File: src/sv/aif_pkg.sv
// types, codes and constants of the arming interlock
package aif_pkg;

   localparam int TICK_WIDTH = 32;
   localparam int HOLD_WIDTH = 16;
   localparam int ADDR_WIDTH = 3;
   localparam int DATA_WIDTH = 32;

   localparam logic [HOLD_WIDTH-1:0] HOLD_RESET = 16'd1000;

   // register index taken from the word address
   localparam logic REG_ARM_HOLD = 1'b0;

   typedef enum logic [1:0] {
      MODE_FAILSAFE = 2'd0,
      MODE_DISARMED = 2'd1,
      MODE_WAIT     = 2'd2,
      MODE_ARMED    = 2'd3
   } mode_type;

   typedef enum logic [2:0] {
      REASON_NONE    = 3'd0,
      REASON_IMU     = 3'd1,
      REASON_RC      = 3'd2,
      REASON_SWLOW   = 3'd3,
      REASON_SWNHIGH = 3'd4,
      REASON_MOTOR   = 3'd5,
      REASON_CTRL    = 3'd6
   } reason_type;

   typedef enum logic {
      OP_UPDATE = 1'b0,
      OP_FORCE  = 1'b1
   } op_type;

   typedef struct packed {
      op_type                  operation;
      logic                    imu_ok;
      logic                    rc_connected;
      logic                    switch_down;
      logic                    switch_up;
      logic                    throttle_idle;
      logic [TICK_WIDTH-1:0]   now_tick;
      logic                    authorize_ok;
      logic [2:0]              force_reason;
   } item_type;

   typedef struct packed {
      mode_type                mode;
      logic [TICK_WIDTH-1:0]   begin_tick;
      logic                    seen_low;
      reason_type              reason;
   } ctx_type;

   typedef struct packed {
      mode_type                safety_state;
      reason_type              stop_reason;
      logic                    inhibit_cmd;
      logic                    stop_cmd;
      logic                    authorize_cmd;
      logic                    zero_yaw_cmd;
   } result_type;

endpackage

File: src/sv/arming_interlock_fsm.sv
// arming interlock top level: input register, decision logic, result register
//
//   channel   direction   handshake              payload
//   req       in          req_valid/req_ready    operation, sensor flags, tick, reason
//   rsp       out         rsp_valid/rsp_ready    state, reason, command pulses
//   csr       in          psel/penable/pwrite    arm_hold_ticks at byte address 0
//
// one beat per cycle while rsp_ready keeps up; a beat passes through the input
// register and then sits in the result register, where rsp_valid offers it.
// the interlock state updates as a beat moves into the result register.
// a stalled result holds the input register; a third beat waits on req_ready.
// synchronous reset returns to failsafe with a hold time of 1000 ticks.
module arming_interlock_fsm import aif_pkg::*; (
   input  logic                    clock,
   input  logic                    reset,
   input  logic                    req_valid,
   output logic                    req_ready,
   input  logic                    req_operation,
   input  logic                    req_imu_ok,
   input  logic                    req_rc_connected,
   input  logic                    req_switch_down,
   input  logic                    req_switch_up,
   input  logic                    req_throttle_idle,
   input  logic [31:0]             req_now_tick,
   input  logic                    req_authorize_ok,
   input  logic [2:0]              req_force_reason,
   output logic                    rsp_valid,
   input  logic                    rsp_ready,
   output logic [1:0]              rsp_safety_state,
   output logic [2:0]              rsp_stop_reason,
   output logic                    rsp_inhibit_cmd,
   output logic                    rsp_stop_cmd,
   output logic                    rsp_authorize_cmd,
   output logic                    rsp_zero_yaw_cmd,
   output logic                    rsp_is_armed,
   input  logic                    psel,
   input  logic                    penable,
   input  logic                    pwrite,
   input  logic [ADDR_WIDTH-1:0]   paddr,
   input  logic [DATA_WIDTH-1:0]   pwdata,
   output logic [DATA_WIDTH-1:0]   prdata,
   output logic                    pready
);

   logic [HOLD_WIDTH-1:0] arm_hold;

   logic       in_valid_ff;
   logic       in_valid_in;
   item_type   in_item_ff;
   item_type   in_item_in;
   logic       out_valid_ff;
   logic       out_valid_in;
   result_type out_ff;
   result_type out_in;
   ctx_type    ctx_ff;
   ctx_type    ctx_in;
   ctx_type    ctx_next;
   result_type result;
   logic       advance;
   logic       req_take;

   aif_csr u_csr (
      .clock    (clock),
      .reset    (reset),
      .psel     (psel),
      .penable  (penable),
      .pwrite   (pwrite),
      .paddr    (paddr),
      .pwdata   (pwdata),
      .prdata   (prdata),
      .pready   (pready),
      .arm_hold (arm_hold)
   );

   aif_decide u_decide (
      .item     (in_item_ff),
      .ctx      (ctx_ff),
      .arm_hold (arm_hold),
      .ctx_next (ctx_next),
      .result   (result)
   );

   // beat leaves the input register when the result register is free or is being read out
   assign advance   = in_valid_ff && (!out_valid_ff || rsp_ready);
   assign req_ready = !in_valid_ff || advance;
   assign req_take  = req_valid && req_ready;

   always_comb begin
      in_item_in.operation     = op_type'(req_operation);
      in_item_in.imu_ok        = req_imu_ok;
      in_item_in.rc_connected  = req_rc_connected;
      in_item_in.switch_down   = req_switch_down;
      in_item_in.switch_up     = req_switch_up;
      in_item_in.throttle_idle = req_throttle_idle;
      in_item_in.now_tick      = TICK_WIDTH'(req_now_tick);
      in_item_in.authorize_ok  = req_authorize_ok;
      in_item_in.force_reason  = req_force_reason;

      in_valid_in  = req_take || (in_valid_ff && !advance);
      out_valid_in = advance || (out_valid_ff && !rsp_ready);
      out_in       = advance ? result : out_ff;
      ctx_in       = advance ? ctx_next : ctx_ff;
   end

   always_ff @(posedge clock) begin
      if (reset) begin
         in_valid_ff       <= 1'b0;
         out_valid_ff      <= 1'b0;
         ctx_ff.mode       <= MODE_FAILSAFE;
         ctx_ff.begin_tick <= '0;
         ctx_ff.seen_low   <= 1'b0;
         ctx_ff.reason     <= REASON_NONE;
      end else begin
         in_valid_ff  <= in_valid_in;
         out_valid_ff <= out_valid_in;
         ctx_ff       <= ctx_in;
      end
   end

   always_ff @(posedge clock) begin
      if (req_take) begin
         in_item_ff <= in_item_in;
      end
      out_ff <= out_in;
   end

   assign rsp_valid         = out_valid_ff;
   assign rsp_safety_state  = out_ff.safety_state;
   assign rsp_stop_reason   = out_ff.stop_reason;
   assign rsp_inhibit_cmd   = out_ff.inhibit_cmd;
   assign rsp_stop_cmd      = out_ff.stop_cmd;
   assign rsp_authorize_cmd = out_ff.authorize_cmd;
   assign rsp_zero_yaw_cmd  = out_ff.zero_yaw_cmd;
   assign rsp_is_armed      = (out_ff.safety_state == MODE_ARMED);

endmodule

File: src/sv/aif_csr.sv
// configuration register file with its bus port
module aif_csr import aif_pkg::*; (
   input  logic                    clock,
   input  logic                    reset,
   input  logic                    psel,
   input  logic                    penable,
   input  logic                    pwrite,
   input  logic [ADDR_WIDTH-1:0]   paddr,
   input  logic [DATA_WIDTH-1:0]   pwdata,
   output logic [DATA_WIDTH-1:0]   prdata,
   output logic                    pready,
   output logic [HOLD_WIDTH-1:0]   arm_hold
);

   logic [HOLD_WIDTH-1:0] hold_ff;
   logic [HOLD_WIDTH-1:0] hold_in;
   logic                  wr_hit;

   assign wr_hit = psel && penable && pwrite && (paddr[2] == REG_ARM_HOLD);

   always_comb begin
      hold_in = hold_ff;
      if (wr_hit) begin
         hold_in = pwdata[HOLD_WIDTH-1:0];
      end
   end

   always_ff @(posedge clock) begin
      if (reset) begin
         hold_ff <= HOLD_RESET;
      end else begin
         hold_ff <= hold_in;
      end
   end

   always_comb begin
      prdata = '0;
      if (paddr[2] == REG_ARM_HOLD) begin
         prdata = DATA_WIDTH'(hold_ff);
      end
   end

   assign pready   = 1'b1;
   assign arm_hold = hold_ff;

endmodule

File: src/sv/aif_decide.sv
// next-state and pulse decision for one update or force beat
module aif_decide import aif_pkg::*; (
   input  item_type                item,
   input  ctx_type                 ctx,
   input  logic [HOLD_WIDTH-1:0]   arm_hold,
   output ctx_type                 ctx_next,
   output result_type              result
);

   logic [TICK_WIDTH-1:0] elapsed;
   logic                  hold_done;
   logic                  armed_now;
   logic                  do_stop;
   mode_type              stop_mode;
   reason_type            force_why;

   assign elapsed   = item.now_tick - ctx.begin_tick;
   assign hold_done = elapsed >= TICK_WIDTH'(arm_hold);
   assign armed_now = (ctx.mode == MODE_ARMED);

   // unlisted forced reasons collapse to control fault
   always_comb begin
      if (item.force_reason == REASON_IMU || item.force_reason == REASON_RC ||
          item.force_reason == REASON_MOTOR || item.force_reason == REASON_CTRL) begin
         force_why = reason_type'(item.force_reason);
      end else begin
         force_why = REASON_CTRL;
      end
   end

   always_comb begin
      ctx_next             = ctx;
      do_stop              = 1'b0;
      stop_mode            = MODE_FAILSAFE;
      result.stop_cmd      = 1'b0;
      result.authorize_cmd = 1'b0;
      result.zero_yaw_cmd  = 1'b0;

      priority if (item.operation == OP_FORCE) begin
         ctx_next.reason   = force_why;
         ctx_next.seen_low = 1'b0;
         do_stop           = 1'b1;
      end else if (!item.imu_ok) begin
         if (armed_now) ctx_next.reason = REASON_IMU;
         ctx_next.seen_low = 1'b0;
         do_stop           = 1'b1;
      end else if (!item.rc_connected) begin
         if (armed_now) ctx_next.reason = REASON_RC;
         ctx_next.seen_low = 1'b0;
         do_stop           = 1'b1;
      end else if (item.switch_down) begin
         if (armed_now) ctx_next.reason = REASON_SWLOW;
         ctx_next.seen_low = 1'b1;
         do_stop           = 1'b1;
         stop_mode         = MODE_DISARMED;
      end else if (armed_now) begin
         if (!item.switch_up) begin
            ctx_next.reason = REASON_SWNHIGH;
            do_stop         = 1'b1;
            stop_mode       = MODE_DISARMED;
         end
      end else if (!ctx.seen_low) begin
         do_stop   = 1'b1;
         stop_mode = MODE_DISARMED;
      end else if (item.switch_up && item.throttle_idle) begin
         if (ctx.mode != MODE_WAIT) begin
            ctx_next.mode       = MODE_WAIT;
            ctx_next.begin_tick = item.now_tick;
            result.stop_cmd     = 1'b1;
         end else if (hold_done) begin
            result.authorize_cmd = 1'b1;
            if (item.authorize_ok) begin
               ctx_next.mode       = MODE_ARMED;
               ctx_next.reason     = REASON_NONE;
               result.zero_yaw_cmd = 1'b1;
            end else begin
               ctx_next.reason   = REASON_MOTOR;
               ctx_next.seen_low = 1'b0;
               do_stop           = 1'b1;
            end
         end
      end else begin
         do_stop   = 1'b1;
         stop_mode = MODE_DISARMED;
      end

      if (do_stop) begin
         ctx_next.mode       = stop_mode;
         ctx_next.begin_tick = '0;
      end

      result.safety_state = ctx_next.mode;
      result.stop_reason  = ctx_next.reason;
      result.inhibit_cmd  = do_stop;
   end

endmodule

File: config.mk
export PLATFORM = sky130hd
export DESIGN_NAME = arming_interlock_fsm
export DESIGN_NICKNAME = d
export VERILOG_FILES = /design/src/sv/aif_pkg.sv /design/src/sv/arming_interlock_fsm.sv /design/src/sv/aif_csr.sv /design/src/sv/aif_decide.sv
export SDC_FILE = /design/constraint.sdc
export NUM_CORES = 1
export LEC_CHECK = 0
export ABC_AREA = 1
export ABC_CLOCK_PERIOD_IN_PS = 3100
export BUFFER_PORTS_ARGS = -buffer_cell sky130_fd_sc_hd__buf_2
export CORE_MARGIN = 3
export CORE_UTILIZATION = 40
export DETAILED_ROUTE_END_ITERATION = 6
export PLACE_DENSITY = 0.59
export SKIP_CTS_REPAIR_TIMING = 1
export SYNTH_ARGS = -nofsm -noshare
export SYNTH_HDL_FRONTEND = slang
export SYNTH_SLANG_ARGS = --single-unit
File: constraint.sdc
create_clock -name clock -period 3.1 [get_ports clock]
set_clock_uncertainty 0.05 [all_clocks]
set_input_delay 0.62 -clock clock [delete_from_list [all_inputs] [get_ports clock]]
set_output_delay 0.62 -clock clock [all_outputs]
set_load 0.1 [all_outputs]
==> results.sh <==
export IMPL_grt_start_max_net_pins=43
export IMPL_grt_overflow=0
export IMPL_crit_top_cell="nand2_2"
export IMPL_place_hpwl_um=15400
export IMPL_min_period_ns=3.85
export IMPL_grt_pass1_vias=6442
export IMPL_antennaDiodeCount=0
export IMPL_dp_cells=1510
export IMPL_cp_slowest_cell="edfxtp_1"
export IMPL_drc=0
export IMPL_cts_buffers=9
export IMPL_cp_max_fo=13
export IMPL_clock_root_buffer="clkbuf_16"
export IMPL_cp_arrival_ns=4.05
export IMPL_gp_congestion=0.925
export IMPL_layout_setup_ws_ns=-0.751
export IMPL_placed_area_um2=9000
export IMPL_finalHoldViolations=0
export IMPL_cts_sinks=107
export IMPL_status="finished with violations"
export IMPL_syn_cell_area_um2=7470
export IMPL_switching_share_pct=35.1
export IMPL_tns_ns=-28.46
export IMPL_combPwrFrac_pct=29.1
export IMPL_hold_path_class="input port to flip-flop"
export IMPL_die_h_um=143
export IMPL_totalWireLength_um=19900
export IMPL_io_pins=129
export IMPL_min_period_over_period_pct=124
export IMPL_setup_violations=46
export IMPL_vias_per_cell=4.66
export IMPL_initialDrtViolationCount=326
export IMPL_clkPwrFrac_pct=30.4
export IMPL_cp_end_kind="flip-flop"
export IMPL_clk_latency_ns=0.37
export IMPL_ys_async_sr_fraction_pct=0
export IMPL_syn_area_per_cell_um2=6.77
export IMPL_ys_types=43
export IMPL_hold_ws_ns=0.371
export IMPL_htreeDepth=3
export IMPL_final_area_um2=9840
export IMPL_violations="setup timing"
export IMPL_die_area_um2=20400
export IMPL_tritoncts="done"
export IMPL_num_rows=49
export IMPL_ant_nets=0
export IMPL_crit_path_start_kind="flip-flop"
export IMPL_power_internal_mw=2.54
export IMPL_power_density_nw_per_um2=397
export IMPL_slew_headroom_pct=33.6
export IMPL_p_leak_nw=4.87
export IMPL_grt_antenna_before_repair=0
export IMPL_fmax_ghz=0.260
export IMPL_slowest_delay_ns=0.45
export IMPL_netlist_instances=1103
export IMPL_p_switching_mw=1.37
export IMPL_port_buffers=93
export IMPL_place_ws_ns=-0.804
export IMPL_critPathRequiredTime_ns=3.30
export IMPL_yosysWarnings=0
export IMPL_total_power_mw=3.91
export IMPL_timing_final_max_slew_violations=0
export IMPL_synth_edf_count=51
export IMPL_fin_util_pct=54.2
export IMPL_clk_pin_slew_ns=0.08
export IMPL_rsz0062_at_grt="yes"
export IMPL_dieWidth_um=143
export IMPL_critPathKind="flip-flop to flip-flop"
export IMPL_pwr_share_seq_pct=40.5
export IMPL_num_nets_final=1439
export IMPL_drt_pass1_iterations=4
export IMPL_synth_flop_cell="dfxtp_1"
export IMPL_drive_gt1_share_pct=27.3
export IMPL_initial_core_util_pct=41.2
export IMPL_areaGrowthSynthToFinish_pct=31.8
export IMPL_grt_pass1_wl_um=31000
export IMPL_core_region_area_um2=18100
export IMPL_wl_per_cell_um=12.9
export IMPL_fin_cells=1541
export IMPL_vias=7180
export IMPL_grt_use_total_pct=19.1
export IMPL_drv_cap=0
export IMPL_seq_area_frac_synth_pct=35.5
export IMPL_max_slew_worst_pin_slew_ns=0.993
export IMPL_ys_seq_elements=107
export IMPL_cts_max_path_buffers=2
export IMPL_peakVddDrop_v=0.000270
placed cells by master, fill, tap and decap left out, types with 3 or more instances in the layout:
master,synthesis,routed
nand2_1,329,303
inv_1,214,210
buf_4,21,111
nor2_1,114,103
buf_2,1,93
dfxtp_1,56,55
edfxtp_1,51,51
a21oi_1,59,49
ha_1,47,34
nand3_1,39,33
nand2_2,7,31
o21ai_0,29,25
conb_1,2,17
nor2_2,7,14
nor3_1,18,14
a21oi_2,2,12
o21ai_1,10,11
ha_4,0,11
clkbuf_16,0,11
inv_2,7,10
nor3b_2,0,10
xor2_1,14,9
nor3b_1,18,8
o211ai_1,7,7
buf_6,4,6
nor2_4,1,5
nand4_1,5,5
nand3_2,1,5
nor3_2,2,5
xor2_2,0,5
nand2_4,2,4
nand3b_1,4,4
and2_1,4,4
o21ai_2,0,3
buf_12,0,3
flip-flops by register name, summed over array words and instances, names as in the netlist, 2 cells and up:
signal and flops:
u_csr.arm_hold 16, in_item_ff 42, rsp_safety_state 2, rsp_stop_reason 3, ctx_ff 38
kinds of logic (layout without fill, tap and decap cells):
logic type | Yosys count | after routing | share of synthesized area, %
adder cells (fa/ha/maj) | 48 | 48 | 8.14
AO/OA/AOI/OAI | 114 | 114 | 8.19
flip-flops | 107 | 107 | 35.5
other | 2 | 17 | 0.101
buffers and inverters | 261 | 455 | 14.6
AND/OR/NAND/NOR | 556 | 556 | 31.7
XOR/XNOR | 15 | 15 | 1.76
synthesized netlist by cell type (2+ instances only):
library cell	n	area (um^2)
nor2_2	7	43.8
edfxtp_1	51	1530
and3_1	2	12.5
nor2_1	114	428
o21ai_0	29	145
nor3_1	18	90.1
inv_1	214	803
nand2_1	329	1230
nand4_1	5	31.3
ha_1	47	588
dfxtp_1	56	1120
buf_4	21	158
clkbuf_1	12	45.0
o21bai_1	2	15.0
o21ai_1	10	50.1
nor3_2	2	20.0
conb_1	2	7.51
nand2_4	2	22.5
nor3b_1	18	135
buf_6	4	45.0
and2_1	4	25.0
inv_2	7	26.3
a211oi_1	2	15.0
o211ai_1	7	52.6
a21oi_1	59	295
a21oi_2	2	17.5
nand3_1	39	195
nand3b_1	4	30.0
nand2_2	7	43.8
xor2_1	14	123
power by group through the flow:
stage          clock [mW]  sequential (mW)  combinational (mW)
6_report             1.19             1.58                1.14
5_1_grt              1.28             1.59                1.26
4_1_cts              1.22             1.58                1.04
3_5_place_dp            0             1.62                1.04
3_3_place_gp            0             1.62                1.03
2_1_floorplan           0             1.65               0.686
cell type report:
| class | instances | area [um^2] |
|---|---|---|
| fill | 1785 | 8310 |
| multi-input combinational | 750 | 4260 |
| sequential | 107 | 2650 |
| timing repair buffer | 216 | 1490 |
| inverter | 223 | 847 |
| tap | 229 | 287 |
| clock buffer | 9 | 225 |
| clock inverter | 7 | 78.8 |
final timing paths:
path	start	to	slack (ns)	cells past startpoint
worst min register to register	ctx_ff[29]	ctx_ff[29]	0.41	2
worst max-delay path	in_item_ff[13]	ctx_ff[6]	-0.75	29
worst min-delay path	req_imu_ok	in_item_ff[40]	0.37	1
worst max register to register	in_item_ff[13]	ctx_ff[6]	-0.75	29
critical path: cells and delay by family (launching register included):
family	cells	cell delay, ns
AND/OR/NAND/NOR	21	1.94
adder cells (fa/ha/maj)	2	0.58
flip-flops	1	0.45
buffers and inverters	4	0.41
XOR/XNOR	1	0.20
AO/OA/AOI/OAI	1	0.11
routing by layer:
metal  GRT usage [%]  share of wire [%]
met1            27.3                 50
met5               0                  0
met3            3.08                4.4
met2            30.5                 44
met4            4.35                1.1
(Power assumes the default switching activity.)
